**config.mk**
```make
export PLATFORM = sky130hd
export DESIGN_NAME = oct2v_div
export DESIGN_NICKNAME = d
export VERILOG_FILES = /design/src/rtl/oct2v_pkg.sv /design/src/rtl/oct2v_div.sv
export SDC_FILE = /design/constraint.sdc
export NUM_CORES = 2
export LEC_CHECK = 0
export ABC_AREA = 1
export BUFFER_PORTS_ARGS = -buffer_cell sky130_fd_sc_hd__buf_2
export CAP_MARGIN = 20
export CORE_MARGIN = 2
export CORE_UTILIZATION = 45
export DETAILED_ROUTE_END_ITERATION = 10
export MAX_ROUTING_LAYER = met4
export PLACE_DENSITY_LB_ADDON = 0.1
export SYNTH_ARGS = -nofsm -noshare
export SYNTH_HDL_FRONTEND = slang
export SYNTH_SLANG_ARGS = --single-unit
```
**constraint.sdc**
```tcl
create_clock -name i_clk -period 2.95 [get_ports i_clk]
set_input_delay 0.59 -clock i_clk [delete_from_list [all_inputs] [get_ports i_clk]]
set_output_delay 0.59 -clock i_clk [all_outputs]
set_load 0.02 [all_outputs]
```
**src/rtl/oct2v_pkg.sv**
```systemverilog
// ---------------------------------------------------------------------------
// oct2v_pkg
// Shared widths, constants and helpers for the octahedral direction decoder.
// ---------------------------------------------------------------------------
package oct2v_pkg;

    localparam int COORD_FRAC_BITS = 16;
    localparam int OUT_FRAC_BITS   = 15;

    localparam int CIN_W  = COORD_FRAC_BITS + 1;       // coordinate port width
    localparam int C_W    = COORD_FRAC_BITS + 2;       // signed remapped component
    localparam int MAG_W  = COORD_FRAC_BITS + 1;       // component magnitude
    localparam int SQ_W   = 2 * MAG_W;                 // one square
    localparam int ROOT_W = MAG_W + 1;                 // vector length
    localparam int SUM_W  = 2 * ROOT_W;                // sum of squares
    localparam int NUM_W  = MAG_W + OUT_FRAC_BITS + 1; // divider numerator
    localparam int QUO_W  = OUT_FRAC_BITS + 2;         // quotient
    localparam int CMP_W  = NUM_W + 1;                 // divider compare width
    localparam int OUT_W  = OUT_FRAC_BITS + 1;         // output component

    localparam logic [C_W-1:0] ONE_IN = C_W'(1) << COORD_FRAC_BITS;
    localparam int EPS_VAL = ((2 ** COORD_FRAC_BITS) + 5000) / 10000;
    localparam logic [C_W-1:0] EPS_IN = C_W'(EPS_VAL);
    localparam logic [OUT_W-1:0] OUT_MAX = (OUT_W'(1) << OUT_FRAC_BITS) - OUT_W'(1);
    localparam logic [OUT_W-1:0] OUT_MIN = OUT_W'(1) << OUT_FRAC_BITS;

    // pipeline: input, fold, square, sum, root steps, numerator, quotient steps, output
    localparam int PIPE_LEN = 6 + ROOT_W + QUO_W;

    localparam int ADDR_W = 2;
    localparam int DATA_W = 32;
    localparam logic [ADDR_W-1:0] REG_FULL_SPHERE = 2'd0;

    // saturate and re-sign one quotient
    function automatic logic [OUT_W-1:0] sat_out(input logic neg, input logic [QUO_W-1:0] quo);
        logic [OUT_W-1:0] res;
        if (!neg) begin
            res = (quo > QUO_W'(OUT_MAX)) ? OUT_MAX : quo[OUT_W-1:0];
        end else begin
            res = (quo > QUO_W'(OUT_MIN)) ? OUT_MIN : OUT_W'(-quo);
        end
        return res;
    endfunction

endpackage

```
**src/rtl/oct2v_div.sv**
```systemverilog
// ---------------------------------------------------------------------------
// oct2v_div
// Pipelined restoring divider, one quotient bit per stage.
// ---------------------------------------------------------------------------
module oct2v_div (
    input  logic                             i_clk,
    input  logic                             i_en,
    input  logic [oct2v_pkg::NUM_W-1:0]      i_num,
    input  logic [oct2v_pkg::ROOT_W-1:0]     i_den,
    output logic [oct2v_pkg::QUO_W-1:0]      o_quo
);

    localparam int QW = oct2v_pkg::QUO_W;
    localparam int NW = oct2v_pkg::NUM_W;
    localparam int DW = oct2v_pkg::ROOT_W;
    localparam int CW = oct2v_pkg::CMP_W;

    logic [NW-1:0] r_rem [QW];
    logic [DW-1:0] r_den [QW];
    logic [QW-1:0] r_quo [QW];

    for (genvar k = 0; k < QW; k++) begin : g_step
        localparam int BIT = QW - 1 - k;
        logic [NW-1:0] w_rem_in;
        logic [DW-1:0] w_den_in;
        logic [QW-1:0] w_quo_in;
        logic [CW-1:0] w_trial;
        logic [NW-1:0] n_rem;
        logic [QW-1:0] n_quo;

        if (k == 0) begin : g_first
            assign w_rem_in = i_num;
            assign w_den_in = i_den;
            assign w_quo_in = '0;
        end else begin : g_next
            assign w_rem_in = r_rem[k-1];
            assign w_den_in = r_den[k-1];
            assign w_quo_in = r_quo[k-1];
        end

        assign w_trial = CW'(w_den_in) << BIT;

        always_comb begin
            if (CW'(w_rem_in) >= w_trial) begin
                n_rem = NW'(CW'(w_rem_in) - w_trial);
                n_quo = w_quo_in | (QW'(1) << BIT);
            end else begin
                n_rem = w_rem_in;
                n_quo = w_quo_in;
            end
        end

        always_ff @(posedge i_clk) begin
            if (i_en) begin
                r_rem[k] <= n_rem;
                r_den[k] <= w_den_in;
                r_quo[k] <= n_quo;
            end
        end
    end

    assign o_quo = r_quo[QW-1];

endmodule

```
==> run metrics <==
initial antenna violation count 2; critical-path cell list dlygate4sd3_1 -> buf_2 -> inv_1 -> ha_1 -> nand2_1 -> nor2_1 -> nand2_1 -> inv_1 -> nand3_1 -> nor2_1 -> nor2_2 -> nand2_4 -> nand2_1 -> nand2_1; worst skew pair latency 0.72 ns; worst setup path class input pin to flip-flop; Synth async-reset ratio 0%; antenna violation net count after detailed routing 0; grt ovf 0; Die Wd 364.4 um; most used cell, CP nand2_1; RSZ-0062 raised after global routing false; max frequency about 360 MHz; clock tree buffer depth 3; dominant cell by count in the synthesized netlist nand2_1; Ports 70; hold path startpoint i_den[13]; commonest register cell after synthesis edfxtp_1; vias per cell 4.996; CP Capture Type flip-flop; final count of hold timing violations 0; FILL cells 12.50k; P&R area growth vs syn 11.39%; Fin Setup TNS 0 ns; Worst Tran Pin Value between 0.8 and 0.9 ns; final setup vio count 0; DP HPWL 130000 um; Synthesis Warnings 0; Die H roughly 360 um; clk root buf clkbuf_16; Final Cycle Share 93.37%; Worst Hold Class input pin to flip-flop; nets@finish 7735; DRT iter0 DRCs ~4.2k; die area between 0.1 and 0.15 mm^2; CTS tree yes; number of synthesized flops with an enable pin 969; leading area contributor after synthesis edfxtp_1; CP max-delay cell nor2_2; Synth Instances 7162; R2R cell count 13; total clock buffers created by CTS roughly 110; VDD IR-drop max 536.3 uV; Worst path max stage delay 0.65 ns; clock tree sinks around 970; PD cells 895.7 mW/mm^2; initial cell density of the core approximately 45%; Syn Nets 7536; H-tree levels 3; CORE AREA roughly 0.13 mm^2; Worst R2R Setup Slack 0.24 ns; Worst-path clk slew approximately 0.060 ns; sequential area share after synthesis 49.79%; Critical Path Fanout Max 18; Worst EP required around 3.4 ns; row count 132; synthesized area per cell roughly 8.2 um^2; Avg WL per Cell 17.77 um; Synth area leaders edfxtp_1 50%, nand2_1 17%, inv_1 7.9%, ha_1 6.5%, nor2_1 3.8%; Critical R2R Launch r_rem[0][79]$_DFFE_PP_; Total GRT Usage between 20 and 30%; Port Buf Inserts a little under 70; Worst Path Arrival 3.22 ns; largest net degree at the start of global routing 125; number of synthesized register bits around 970; gate family responsible for the most delay along the worst path simple AND/OR/NAND/NOR gates; global-route wire length before repair 251500 um; fin. max-slew vios 0; critical path buffer and inverter count 4; leakage approximately 30 nW; Max transition margin 42.30%; Hold Path Depth 1; mapped cell area between 0.05 and 0.06 mm^2; vias in the first global route 43.25k; max-cap violations 0; share of cells above drive strength 1 approximately 5.4%; Setup crit start kind input pin; skew final 0.03929 ns; fin crit period approximately 2.8 ns; total wire length 163400 um; Vias 45.94k; RR Endpoint r_rem[0][129]$_DFFE_PP_; Final Wtd Congestion 0.9737; Remaining DRCs 0; synth cell count leaders 2577 x nand2_1, 1233 x inv_1, 969 x edfxtp_1; Hold Path End r_den[0][13]$_DFFE_PP_; run status complete, no violations; Pre-antenna DRT Iters 8; fin util 50.40%; post-synth top area share about 50%; post-synthesis cell type count 44
[flip-flops by register name, summed over array words and instances (netlist names)]
| name | cells |
|---|---|
| r_rem | 528 |
| r_quo | 153 |
| r_den | 288 |
[how the worst max path moves through the flow]
| stage | from | to | cells past startpoint |
|---|---|---|---|
| 6_report | i_den[10] | r_rem[0][20]$_DFFE_PP_ | 14 |
| 5_1_grt | r_rem[0][147]$_DFFE_PP_ | r_rem[0][176]$_DFFE_PP_ | 11 |
| 2_1_floorplan | i_num[16] | r_rem[0][19]$_DFFE_PP_ | 14 |
| 3_3_place_gp | i_den[10] | r_rem[0][25]$_DFFE_PP_ | 13 |
| 4_1_cts | r_rem[0][79]$_DFFE_PP_ | r_rem[0][129]$_DFFE_PP_ | 13 |
| 3_5_place_dp | i_den[13] | r_rem[0][20]$_DFFE_PP_ | 13 |
[kinds of logic (layout without fill, tap and decap cells)]
kind of cell	count (synthesis)	count (layout)	share of synthesized area, %
fa+ha+maj	321	321	7.078
xor+xnor	184	184	2.758
compound gates	471	471	4.310
buf+inv	1303	1594	8.718
flops	969	969	49.79
simple gates	3914	3914	27.34
other cells	0	1	0
[where the power goes]
group | switching (mW) | internal, mW
logic | 15.3 | 7.78
registers | 2.27 | 19.0
clock network | 5.87 | 8.06
[layout by cell type (no fill, tap or decap), types with 5 or more instances in the layout]
cell / count
nand3_1: 445
nand2_2: 12
nand2_1: 2577
xor2_1: 130
nand3b_1: 46
xnor2_1: 54
inv_6: 6
and3_1: 5
nor2_1: 598
clkbuf_1: 12
edfxtp_1: 969
buf_12: 18
nand3_2: 6
clkbuf_16: 107
or2_2: 11
clkinvlp_4: 12
inv_2: 7
clkinv_2: 16
o21bai_1: 14
a21oi_1: 291
dlygate4sd3_1: 7
clkinv_1: 16
nand4_1: 85
and2_1: 18
buf_4: 54
clkinv_4: 12
fa_1: 16
inv_1: 1233
o21ai_1: 27
buf_2: 68
ha_1: 305
nor4_1: 6
nor3_1: 72
a21oi_2: 25
nor2_2: 20
bufinv_16: 15
o21ai_0: 104
[per-stage QoR]
stage / std cells / total power, mW / setup WS, ns / area, um^2 / hold WS (ns)
2_1_floorplan: 7162 / 37.01 / 0.4662 / 58440 / 0.4003
3_3_place_gp: 8987 / 44.36 / 0.03362 / 61320 / 0.4005
3_5_place_dp: 8987 / 44.36 / 0.03370 / 61320 / 0.4045
4_1_cts: 9195 / 58.56 / 0.09525 / 65060 / 0.00003719
5_1_grt: 9196 / 62.63 / 0.0009881 / 65090 / 0.02649
6_report: 9196 / 58.31 / 0.1955 / 65090 / 0.06902
[layer usage]
| layer | share of wire, % | GRT usage (%) |
|---|---|---|
| met1 | 48 | 35.80 |
| met5 | 0 | - |
| met2 | 45 | 38.79 |
| met3 | 4.9 | 3.169 |
| met4 | 2.5 | 6.166 |
[cell type report]
| class | instances | area (um^2) | area share [%] |
|---|---|---|---|
| flip-flops and latches | 969 | 29100 | 44.70 |
| multi-input cells | 4890 | 24270 | 37.28 |
| inverters | 1244 | 4679 | 7.189 |
| clock buffers | 119 | 2723 | 4.183 |
| well taps | 1742 | 2180 | 3.348 |
| repair buffers | 149 | 1202 | 1.847 |
| clock inverters | 82 | 944.7 | 1.451 |
| diodes | 1 | 2.502 | 0.003844 |
[repair_timing]
item                                    4_1_cts  5_1_grt
buffers inserted                              0        0
endpoints found under the setup margin        0       64
hold endpoints to repair                      7        0
gates resized for setup                       0       11
hold buffers                                  7        0
Power figures use the tool's default switching activity.
