**src/rtl/oct2v_pkg.sv**
```systemverilog
// ---------------------------------------------------------------------------
// oct2v_pkg
// Shared widths, constants and helpers for the octahedral direction decoder.
// ---------------------------------------------------------------------------
package oct2v_pkg;

    localparam int COORD_FRAC_BITS = 16;
    localparam int OUT_FRAC_BITS   = 15;

    localparam int CIN_W  = COORD_FRAC_BITS + 1;       // coordinate port width
    localparam int C_W    = COORD_FRAC_BITS + 2;       // signed remapped component
    localparam int MAG_W  = COORD_FRAC_BITS + 1;       // component magnitude
    localparam int SQ_W   = 2 * MAG_W;                 // one square
    localparam int ROOT_W = MAG_W + 1;                 // vector length
    localparam int SUM_W  = 2 * ROOT_W;                // sum of squares
    localparam int NUM_W  = MAG_W + OUT_FRAC_BITS + 1; // divider numerator
    localparam int QUO_W  = OUT_FRAC_BITS + 2;         // quotient
    localparam int CMP_W  = NUM_W + 1;                 // divider compare width
    localparam int OUT_W  = OUT_FRAC_BITS + 1;         // output component

    localparam logic [C_W-1:0] ONE_IN = C_W'(1) << COORD_FRAC_BITS;
    localparam int EPS_VAL = ((2 ** COORD_FRAC_BITS) + 5000) / 10000;
    localparam logic [C_W-1:0] EPS_IN = C_W'(EPS_VAL);
    localparam logic [OUT_W-1:0] OUT_MAX = (OUT_W'(1) << OUT_FRAC_BITS) - OUT_W'(1);
    localparam logic [OUT_W-1:0] OUT_MIN = OUT_W'(1) << OUT_FRAC_BITS;

    // pipeline: input, fold, square, sum, root steps, numerator, quotient steps, output
    localparam int PIPE_LEN = 6 + ROOT_W + QUO_W;

    localparam int ADDR_W = 2;
    localparam int DATA_W = 32;
    localparam logic [ADDR_W-1:0] REG_FULL_SPHERE = 2'd0;

    // saturate and re-sign one quotient
    function automatic logic [OUT_W-1:0] sat_out(input logic neg, input logic [QUO_W-1:0] quo);
        logic [OUT_W-1:0] res;
        if (!neg) begin
            res = (quo > QUO_W'(OUT_MAX)) ? OUT_MAX : quo[OUT_W-1:0];
        end else begin
            res = (quo > QUO_W'(OUT_MIN)) ? OUT_MIN : OUT_W'(-quo);
        end
        return res;
    endfunction

endpackage

```
**src/rtl/oct2v_isqrt.sv**
```systemverilog
// ---------------------------------------------------------------------------
// oct2v_isqrt
// Pipelined integer square root, one result bit per stage.
// ---------------------------------------------------------------------------
module oct2v_isqrt (
    input  logic                             i_clk,
    input  logic                             i_en,
    input  logic [oct2v_pkg::SUM_W-1:0]      i_rad,
    output logic [oct2v_pkg::ROOT_W-1:0]     o_root
);

    localparam int RW = oct2v_pkg::ROOT_W;
    localparam int SW = oct2v_pkg::SUM_W;

    logic [SW-1:0] r_rem  [RW];
    logic [RW-1:0] r_root [RW];

    for (genvar k = 0; k < RW; k++) begin : g_step
        localparam int BIT = RW - 1 - k;
        logic [SW-1:0] w_rem_in;
        logic [RW-1:0] w_root_in;
        logic [SW-1:0] w_trial;
        logic [SW-1:0] n_rem;
        logic [RW-1:0] n_root;

        if (k == 0) begin : g_first
            assign w_rem_in  = i_rad;
            assign w_root_in = '0;
        end else begin : g_next
            assign w_rem_in  = r_rem[k-1];
            assign w_root_in = r_root[k-1];
        end

        assign w_trial = (SW'(w_root_in) << (BIT + 1)) | (SW'(1) << (2 * BIT));

        always_comb begin
            if (w_rem_in >= w_trial) begin
                n_rem  = w_rem_in - w_trial;
                n_root = w_root_in | (RW'(1) << BIT);
            end else begin
                n_rem  = w_rem_in;
                n_root = w_root_in;
            end
        end

        always_ff @(posedge i_clk) begin
            if (i_en) begin
                r_rem[k]  <= n_rem;
                r_root[k] <= n_root;
            end
        end
    end

    assign o_root = r_root[RW-1];

endmodule

```
**config.mk**
```make
export PLATFORM = sky130hd
export DESIGN_NAME = oct2v_isqrt
export DESIGN_NICKNAME = d
export VERILOG_FILES = /design/src/rtl/oct2v_pkg.sv /design/src/rtl/oct2v_isqrt.sv
export SDC_FILE = /design/constraint.sdc
export NUM_CORES = 1
export LEC_CHECK = 0
export BUFFER_PORTS_ARGS = -buffer_cell sky130_fd_sc_hd__buf_2
export CAP_MARGIN = 30
export CELL_PAD_IN_SITES_DETAIL_PLACEMENT = 0
export CELL_PAD_IN_SITES_GLOBAL_PLACEMENT = 1
export CORE_MARGIN = 1
export CORE_UTILIZATION = 40
export DETAILED_ROUTE_END_ITERATION = 16
export HOLD_SLACK_MARGIN = 0.05
export PLACE_DENSITY = 0.72
export SLEW_MARGIN = 0
export SYNTH_ARGS = -nofsm -noshare
export SYNTH_HDL_FRONTEND = slang
export SYNTH_SLANG_ARGS = --single-unit
export TNS_END_PERCENT = 1
```
**constraint.sdc**
```tcl
create_clock -name i_clk -period 5.9 [get_ports i_clk]
set_clock_uncertainty 0.1 [all_clocks]
set_input_delay 1.18 -clock i_clk [delete_from_list [all_inputs] [get_ports i_clk]]
set_output_delay 1.18 -clock i_clk [all_outputs]
set_load 0.005 [all_outputs]
```
==> flow_summary.yaml, run 1 <==
outcome:
  status: "finished clean"
die:
  boundaryPins: 56
  die_area_um2: 93000
  die_x_um: 305
  start_util: 0.406
  die_y_um: 305
  row_count: 110
  core_area_um2: 90400
power:
  cellPowerDensity_nw_per_um2: 364
  total_power_mw: 15.1
  vdd_drop_max_v: 0.000272
  p_leak_nw: 15.5
hold_path:
  hold_depth: 0
  hp-class: "reg -> reg"
layout:
  antennaDiodeCount: 0
  mostFrequentLayoutCells: "edfxtp_1 (783), inv_1 (235), nor2_1 (193), ha_1 (185), a21oi_1 (152)"
  num-nets-final: 3156
  finalNonFillerCells: 4174
  final_common_cell: "edfxtp_1"
  drive_gt1_frac: 0.0827
  syn2layout_area_growth_pct: 12.6
critical_path:
  path_max_fanout: 26
  crit_family: "simple AND/OR/NAND/NOR gates"
  crit_type: "reg -> reg"
  cp.depth: 9
  regToRegStartpoint: "r_rem[10][20]"
  end_kind: "flop"
  r2r_end: "r_rem[11][35]"
  cp_slowest_cell: "a211o_1"
  cp-endpoint: "r_rem[11][35]"
  path_common_cell: "or3_1"
  r2r_cells: 9
  max_stage_delay_ns: 0.66
  start_kind: "flop"
  critical_path_required_ns: 6.18
  path_cells: "ha_1 -> nand4_1 -> or3_1 -> nor4_1 -> or3_1 -> a211o_1 -> o211a_1 -> or3b_2 -> xnor2_1"
  worstSetupStartpoint: "r_rem[10][20]"
  worstPathArrival_ns: 4.12
  rrSetupSlack_ns: 2.06
  crit_buf_inv: 0
clock_tree:
  cts_tree: "done"
  clock_latency_ns: 0.64
  postCtsSetupBuffers: 0
  root_buffer: "clkbuf_16"
  hold_buffers: 0
  path_clk_slew_ns: 0.06
  cts_max_level: 3
  cts_resized: 0
  cts_max_path_buffers: 3
  cts_made_buffers: 82
  cts_sinks: 783
detailed_routing:
  dr.pass1.iters: 5
  wl_per_cell_um: 17.3
  drc_errors: 0
  viasPerCell: 5.21
  route.vias.total: 21700
  finalWirelength_um: 72200
  ant_nets: 0
  drt_iter0_drc: 1281
global_routing:
  busiest_layer: "met2"
  overflow: 0
  grtUsageTotal: 0.156
  grt_pass1_vias: 22400
  grt_pass1_wl_um: 116000
  use_met1: 0.164
  grtUsageMet2: 0.309
  use_met3: 0.0261
  grt_max_degree: 128
  antenna_found_initial: 0
timing:
  fin_crit_ns: 3.84
  slew_viol_final: 0
  worst_pin_slew_ns: 1.08
  fin_tns_setup_ns: 0
  setup_ws_ns: 2.06
  setup_violations: 0
  fmax_mhz: 261
  max_slew_margin: 0.277
  timing.final.crit_share: 0.650
  hold_ws_ns: 0.338
  rsz0062_at_grt: "false"
  hold_viol: 0
synth:
  avgSynthCellArea_um2: 13.0
  synth.largest_area_cell: "edfxtp_1"
  synth_compound_area_frac: 0.0830
  synth_edf_count: 783
  synth_nets: 3044
  synth-main-ff-cell: "edfxtp_1"
  synth_xor_area_frac: 0.0597
  synthDistinctLibCells: 74
  ys_ff_latch: 783
  yosysSeqAreaShare: 0.641
  synthArstFlopShare: 0
  synth_top_cell_area_share: 0.641
  syn_area_um2: 36700
  synthTopCellsByArea: "edfxtp_1 (64%), ha_1 (6.3%), xnor2_1 (3.2%)"
  synth_top_family_by_area: "simple AND/OR/NAND/NOR gates"
  synthSimpleGateAreaFrac: 0.115
  synth_mux_area_frac: 0.00995
  synthAdderAreaFrac: 0.0631
  netlist_instances: 2821
  yosys_warnings: 0
placement:
  hpwl_um: 53000
  routabilityCongestion: 0.880
  placed_cells: 4025
  portBuffers: 55
  place_ws_ns: 2.07
job:
  cap_viol_max_count: 0
-- how the worst min path moves through the flow --
stage                    from        endpoint  slack [ns]
6_report       r_root[12][12]  r_root[13][12]        0.34
5_1_grt        r_root[12][12]  r_root[13][12]        0.34
4_1_cts          r_rem[1][27]    r_rem[2][27]        0.34
3_5_place_dp     r_rem[1][27]    r_rem[2][27]        0.33
3_3_place_gp     r_rem[11][5]    r_rem[12][5]        0.33
2_1_floorplan    r_rem[11][3]    r_rem[12][3]        0.32
-- state kept, by name (all words and copies together) (netlist names) --
| signal | count |
|---|---|
| r_rem | 612 |
| r_root | 171 |
-- per-layer routing --
layer  up-vias  routed length [um]
li1      10800                   -
met1     10500               27900
met2       362               40100
met3       140                2250
met4         0                2030
met5         -                   0
-- worst register-to-register path, cell delays in order (launching register included) --
cell      delay (ns)
edfxtp_1        0.40
ha_1            0.41
nand4_1         0.16
or3_1           0.42
nor4_1          0.30
or3_1           0.15
a211o_1         0.66
o211a_1         0.37
or3b_2          0.48
xnor2_1         0.13
-- synth_stat cells (all sizes together) (51+ instances only) --
cell / n
xnor2: 133
xor2: 117
edfxtp: 783
nor3: 82
nor4: 84
inv: 235
nand2: 147
nor2: 193
o21a: 51
ha: 185
a21oi: 152
o21ai: 122
-- kinds of logic (layout without fill, tap and decap cells) --
kind of cell    Yosys count  after routing
buf+inv                 282            459
flops                   783            783
mux                      33             33
fa+ha+maj               185            185
simple gates            798            798
xor+xnor                250            250
compound gates          490            490
-- per-stage QoR --
stage,utilization,area (um2)
5_1_grt,0.457,41300
3_5_place_dp,0.426,38500
3_3_place_gp,0.426,38500
6_report,0.457,41300
4_1_cts,0.457,41300
2_1_floorplan,-,36700
-- cell type report --
class                      instances  area [um2]
clock buffer                      97        2150
fill                            7857       49100
timing repair buffer              75         519
sequential                       783       23500
multi-input combinational       1756       12200
clock inverter                    52         643
tap                             1176        1470
inverter                         235         882
-- power breakdown --
part	switching, mW	total (mW)	internal [mW]
Combinational	1.30	2.31	1.01
Sequential	0.458	7.43	6.97
Clock	2.16	5.32	3.15
Total	3.93	15.1	11.1
No activity file was read; power rests on OpenSTA's default activity.
==> run 2, diff against run 1 <==
--- a/config.mk
+++ b/config.mk
@@ -13,7 +13,7 @@
 export CORE_UTILIZATION = 40
 export DETAILED_ROUTE_END_ITERATION = 16
 export HOLD_SLACK_MARGIN = 0.05
-export PLACE_DENSITY = 0.72
+export PLACE_DENSITY = 0.75
 export SLEW_MARGIN = 0
 export SYNTH_ARGS = -nofsm -noshare
 export SYNTH_HDL_FRONTEND = slang
==> constraint.sdc (replaced) <==
create_clock -name i_clk -period 3.4 [get_ports i_clk]
set_clock_uncertainty 0.1 [all_clocks]
set_input_delay 0.68 -clock i_clk [delete_from_list [all_inputs] [get_ports i_clk]]
set_output_delay 0.68 -clock i_clk [all_outputs]
set_load 0.005 [all_outputs]
==> run 2 against run 1 <==
  * Utilization up 0.87 points
  * Critical path depth shrank 1
  * Maximum frequency rose by 19%
  * Via count is 0.54% lower
  * Combinational power is 78% higher
  * Final cell count rose by 2.5%
  * Count of clock-buffer cells in the layout stayed put
  * Total power up 69%
  * Largest cell class unchanged
==> flow_summary.yaml, run 2 (same netlist as run 1, synthesis figures left out) <==
detailed_routing:
  finalWirelength_um: 68300
  dr.pass1.iters: 5
  viasPerCell: 5.05
  ant_nets: 0
  drt_iter0_drc: 962
  wl_per_cell_um: 16.0
  route.vias.total: 21600
  drc_errors: 0
global_routing:
  use_met3: 0.0226
  grt_pass1_wl_um: 110000
  grtUsageMet2: 0.305
  grt_pass1_vias: 22500
  use_met1: 0.138
  grtUsageTotal: 0.148
  antenna_found_initial: 1
  busiest_layer: "met2"
  grt_max_degree: 116
  overflow: 0
die:
  die_y_um: 305
  die_x_um: 305
  die_area_um2: 93000
  row_count: 110
  core_area_um2: 90400
  boundaryPins: 56
  start_util: 0.406
timing:
  worst_pin_slew_ns: 0.830
  fin_crit_ns: 3.23
  setup_violations: 0
  timing.final.crit_share: 0.949
  setup_ws_ns: 0.172
  fmax_mhz: 310
  rsz0062_at_grt: "true"
  max_slew_margin: 0.446
  slew_viol_final: 0
  hold_viol: 0
power:
  p_clk_frac: 0.332
  switching_share: 0.265
  switchingPower_mw: 6.73
  p_leak_nw: 15.9
  pwr-share-comb: 0.162
  vdd_drop_max_v: 0.000457
  cellPowerDensity_nw_per_um2: 603
  pwr-share-seq: 0.506
  total_power_mw: 25.4
  p_int_mw: 18.7
clock_tree:
  cts_made_buffers: 82
  cts_max_level: 3
  path_clk_slew_ns: 0.06
  root_buffer: "clkbuf_16"
  cts_sinks: 783
  clock_latency_ns: 0.68
  cts_tree: "done"
  cts_max_path_buffers: 3
layout:
  drive_gt1_frac: 0.101
  finalNonFillerCells: 4278
  num-nets-final: 3261
  post-route-util: 0.466
  final_common_cell: "edfxtp_1"
  finalInstanceArea_um2: 42100
  syn2layout_area_growth_pct: 14.7
  largest_reg_flops: 612
  regMostFlops: "r_rem"
  mostFrequentLayoutCells: "edfxtp_1 (783), inv_1 (235), nor2_1 (192), ha_1 (185), a21oi_1 (152)"
  reg_top3: "r_rem (612), r_root (171)"
critical_path:
  critical_path_required_ns: 3.68
  crit_type: "reg -> reg"
  end_kind: "flop"
  r2r_cells: 8
  worstPathArrival_ns: 3.51
  path_max_fanout: 8
  start_kind: "flop"
  r2r_end: "r_rem[6][33]"
  regToRegStartpoint: "r_rem[5][24]"
  rrSetupSlack_ns: 0.17
placement:
  placed_cell_area_um2: 39200
  routabilityCongestion: 0.857
  portBuffers: 55
  place_ws_ns: -0.487
  hpwl_um: 50900
  placed_cells: 4099
job:
  cap_viol_max_count: 0
hold_path:
  hold_start: "i_rad[30]"
  hp-class: "in -> reg"
  hold_depth: 1
  hold_end: "r_rem[0][30]"
outcome:
  status: "finished clean"
[run 2: cell count changes in the layout (fill, tap and decap cells not counted), sizes merged]
cell         delta
bufinv          -9
buf            +75
diode           +1
clkinv          +9
inv             -2
dlygate4sd3    +30
[run 2: how the worst max path moves through the flow]
stage,from,to,slack (ns),depth (start not counted)
3_5_place_dp,r_rem[12][17],r_rem[13][14],-0.49,8
3_3_place_gp,r_rem[12][16],r_rem[13][14],-0.47,8
2_1_floorplan,r_rem[15][24],r_rem[16][35],0.32,10
5_1_grt,r_rem[5][24],r_rem[6][25],-0.0003,8
6_report,r_rem[5][24],r_rem[6][33],0.17,8
4_1_cts,r_rem[15][5],r_rem[16][6],0.04,10
[run 2: repair_timing]
action                                 CTS  global route
resized for setup                        2             5
endpoints found under the hold margin   30             0
setup endpoints to repair               29            29
buffers inserted                         1             0
pin swaps                                1             1
hold buffers                            30             0
[run 2: metrics by stage]
step / hold WS (ns) / TNS (ns)
after detailed placement: 0.328 / -7.36
after global placement: 0.325 / -6.90
final: 0.0959 / 0
after CTS: 0.0523 / 0
after floorplan: 0.317 / 0
after global routing: 0.0561 / -0.000303
[run 2: metal layers]
metal  routed length [um]  vias to the layer above
met4                 3000                        0
met2                39100                      288
li1                     -                    11000
met1                24500                    10200
met5                    0                        -
met3                 1640                      166
[run 2: critical path, cell delays in order, from the launching register on]
cell      delay, ns
edfxtp_1       0.41
ha_1           0.45
nor4b_1        0.30
nand4_1        0.29
or4_1          0.62
nand3_1        0.18
a31oi_1        0.19
nor3_1         0.31
xor2_1         0.12
[run 2: area by class of cell]
cell class                      count  area (um2)
Antenna cell                        1        2.50
Clock buffer                       97        2110
Clock inverter                     50         473
Fill cell                        8007       48300
Inverter                          235         882
Multi-Input combinational cell   1756       12200
Sequential cell                   783       23500
Tap cell                         1176        1470
Timing Repair Buffer              180        1490
[run 2: power by group through the flow]
stage          sequential (mW)  clock [mW]  combinational, mW
6_report                  12.9        8.44               4.11
5_1_grt                   13.0        9.03               4.62
3_5_place_dp              13.1           0               4.08
4_1_cts                   12.9        8.69               4.13
3_3_place_gp              13.0           0               4.04
2_1_floorplan             12.8           0               3.01
==> run 3, diff against run 2 <==
--- a/config.mk
+++ b/config.mk
@@ -6,14 +6,14 @@
 export NUM_CORES = 1
 export LEC_CHECK = 0
 export BUFFER_PORTS_ARGS = -buffer_cell sky130_fd_sc_hd__buf_2
-export CAP_MARGIN = 30
+export CAP_MARGIN = 40
 export CELL_PAD_IN_SITES_DETAIL_PLACEMENT = 0
 export CELL_PAD_IN_SITES_GLOBAL_PLACEMENT = 1
 export CORE_MARGIN = 1
 export CORE_UTILIZATION = 40
 export DETAILED_ROUTE_END_ITERATION = 16
 export HOLD_SLACK_MARGIN = 0.05
-export PLACE_DENSITY = 0.75
+export PLACE_DENSITY = 0.72
 export SLEW_MARGIN = 0
 export SYNTH_ARGS = -nofsm -noshare
 export SYNTH_HDL_FRONTEND = slang
==> constraint.sdc (replaced) <==
create_clock -name i_clk -period 3.8 [get_ports i_clk]
set_clock_uncertainty 0.1 [all_clocks]
set_input_delay 0.76 -clock i_clk [delete_from_list [all_inputs] [get_ports i_clk]]
set_output_delay 0.76 -clock i_clk [all_outputs]
set_load 0.005 [all_outputs]
==> run 3 against run 2 <==
  * Non-clock buffer count is 70 lower
  * Clock power is 7.6% lower
  * Wire length is 6.3% higher
  * Sequential share of layout area is 0.74 points higher
  * Critical endpoint is now r_rem[13][18]
  * Highest routed layer unchanged
==> flow_summary.yaml, run 3 (same netlist as run 1, synthesis figures left out) <==
critical_path:
  end_kind: "flop"
  path_max_fanout: 19
  crit_family: "simple AND/OR/NAND/NOR gates"
  rrSetupSlack_ns: 0.17
  crit_buf_inv: 1
  r2r_cells: 8
  critical_path_required_ns: 4.08
  cp.depth: 8
  max_stage_delay_ns: 0.59
  cp_slowest_cell: "or4_1"
  start_kind: "flop"
  crit_type: "reg -> reg"
  worstPathArrival_ns: 3.91
  path_cells: "ha_1 -> nand4_1 -> or4_1 -> nor4_2 -> nor3_1 -> o311ai_4 -> buf_4 -> mux2_2"
power:
  pwr-share-comb: 0.158
  p_int_mw: 16.8
  switching_share: 0.267
  switchingPower_mw: 6.14
  p_clk_frac: 0.339
  pwr-share-seq: 0.502
  cellPowerDensity_nw_per_um2: 553
  p_leak_nw: 15.6
  total_power_mw: 23.0
  vdd_drop_max_v: 0.000559
clock_tree:
  hold_buffers: 0
  path_clk_slew_ns: 0.06
  cts_sinks: 783
  cts_tree: "done"
  cts_max_path_buffers: 3
  cts_made_buffers: 83
  root_buffer: "clkbuf_16"
  cts_max_level: 3
  postCtsSetupBuffers: 0
  clock_latency_ns: 0.66
layout:
  final_common_cell: "edfxtp_1"
  antennaDiodeCount: 0
  drive_gt1_frac: 0.0935
  post-route-util: 0.460
  largest_reg_flops: 612
  regMostFlops: "r_rem"
  mostFrequentLayoutCells: "edfxtp_1 (783), inv_1 (235), nor2_1 (193), ha_1 (185), a21oi_1 (152)"
  fillCellCount: 7922
  num-nets-final: 3192
  syn2layout_area_growth_pct: 13.2
  reg_top3: "r_rem (612), r_root (171)"
outcome:
  status: "finished clean"
detailed_routing:
  dr.pass1.iters: 6
  viasPerCell: 5.21
  finalWirelength_um: 72600
  drt_iter0_drc: 1228
  wl_per_cell_um: 17.2
  ant_nets: 0
  drc_errors: 0
  route.vias.total: 22000
global_routing:
  antenna_found_initial: 0
  grtUsageTotal: 0.156
  overflow: 0
  grt_pass1_wl_um: 117000
  grt_pass1_vias: 22700
  grt_max_degree: 123
timing:
  slew_viol_final: 0
  timing.final.crit_share: 0.956
  rsz0062_at_grt: "false"
  setup_violations: 0
  hold_viol: 0
  fmax_mhz: 275
  max_slew_margin: 0.424
  worst_pin_slew_ns: 0.856
  fin_crit_ns: 3.63
placement:
  portBuffers: 55
  hpwl_um: 54700
  routabilityCongestion: 0.876
hold_path:
  hp-class: "in -> reg"
  hold_depth: 1
die:
  core_area_um2: 90400
  die_y_um: 305
  boundaryPins: 56
  start_util: 0.406
  die_area_um2: 93000
  row_count: 110
  die_x_um: 305
job:
  cap_viol_max_count: 0
## run 3: cell types whose count changed in the layout (fill, tap and decap cells not counted), sizes merged
| cell | change |
|---|---|
| buf | -40 |
| dlygate4sd3 | -30 |
| clkinv | +2 |
| diode | -1 |
| clkinvlp | +3 |
| clkbuf | -3 |
| inv | +1 |
| bufinv | +2 |
## run 3: layout make-up
cell class	count	area (um2)	area share
Sequential cell	783	23500	0.566
Tap cell	1176	1470	0.0354
Multi-Input combinational cell	1756	12200	0.292
Clock inverter	58	562	0.0135
Inverter	235	882	0.0212
Clock buffer	94	2120	0.0510
Timing Repair Buffer	110	863	0.0208
## run 3: final timing paths
kind,to,from
setup reg to reg,r_rem[13][18],r_rem[12][17]
setup / recovery,r_rem[13][18],r_rem[12][17]
hold reg to reg,r_root[13][13],r_root[12][13]
hold / removal,r_rem[0][20],i_rad[20]
## run 3: per-layer routing
layer	wire, um	GRT usage
met1	28300	0.165
met3	2180	0.0260
met4	2550	0.0615
met2	39600	0.305
met5	0	0
## run 3: what timing repair did
action,in CTS,in global routing
resized for setup,1,0
endpoints found under the hold margin,0,0
endpoints found under the setup margin,4,0
## run 3: power groups by stage
| stage | combinational, mW | clock (mW) | sequential, mW |
|---|---|---|---|
| 5_1_grt | 4.08 | 8.36 | 11.6 |
| 4_1_cts | 3.65 | 8.04 | 11.5 |
| 6_report | 3.64 | 7.80 | 11.5 |
| 3_3_place_gp | 3.52 | 0 | 11.7 |
| 3_5_place_dp | 3.62 | 0 | 11.7 |
| 2_1_floorplan | 2.70 | 0 | 11.4 |
## run 3: per-stage QoR
| stage | TNS (ns) | cell area, um2 | worst slack, ns | cells | hold slack [ns] |
|---|---|---|---|---|---|
| after global routing | 0 | 41600 | 0.0534 | 4212 | 0.120 |
| after CTS | 0 | 41600 | 0.154 | 4212 | 0.114 |
| after global placement | 0 | 38800 | 0.0466 | 4056 | 0.330 |
| after floorplan | 0 | 36700 | 0.717 | 2821 | 0.317 |
| final | 0 | 41600 | 0.168 | 4212 | 0.165 |
| after detailed placement | -0.0591 | 38900 | -0.0273 | 4060 | 0.333 |
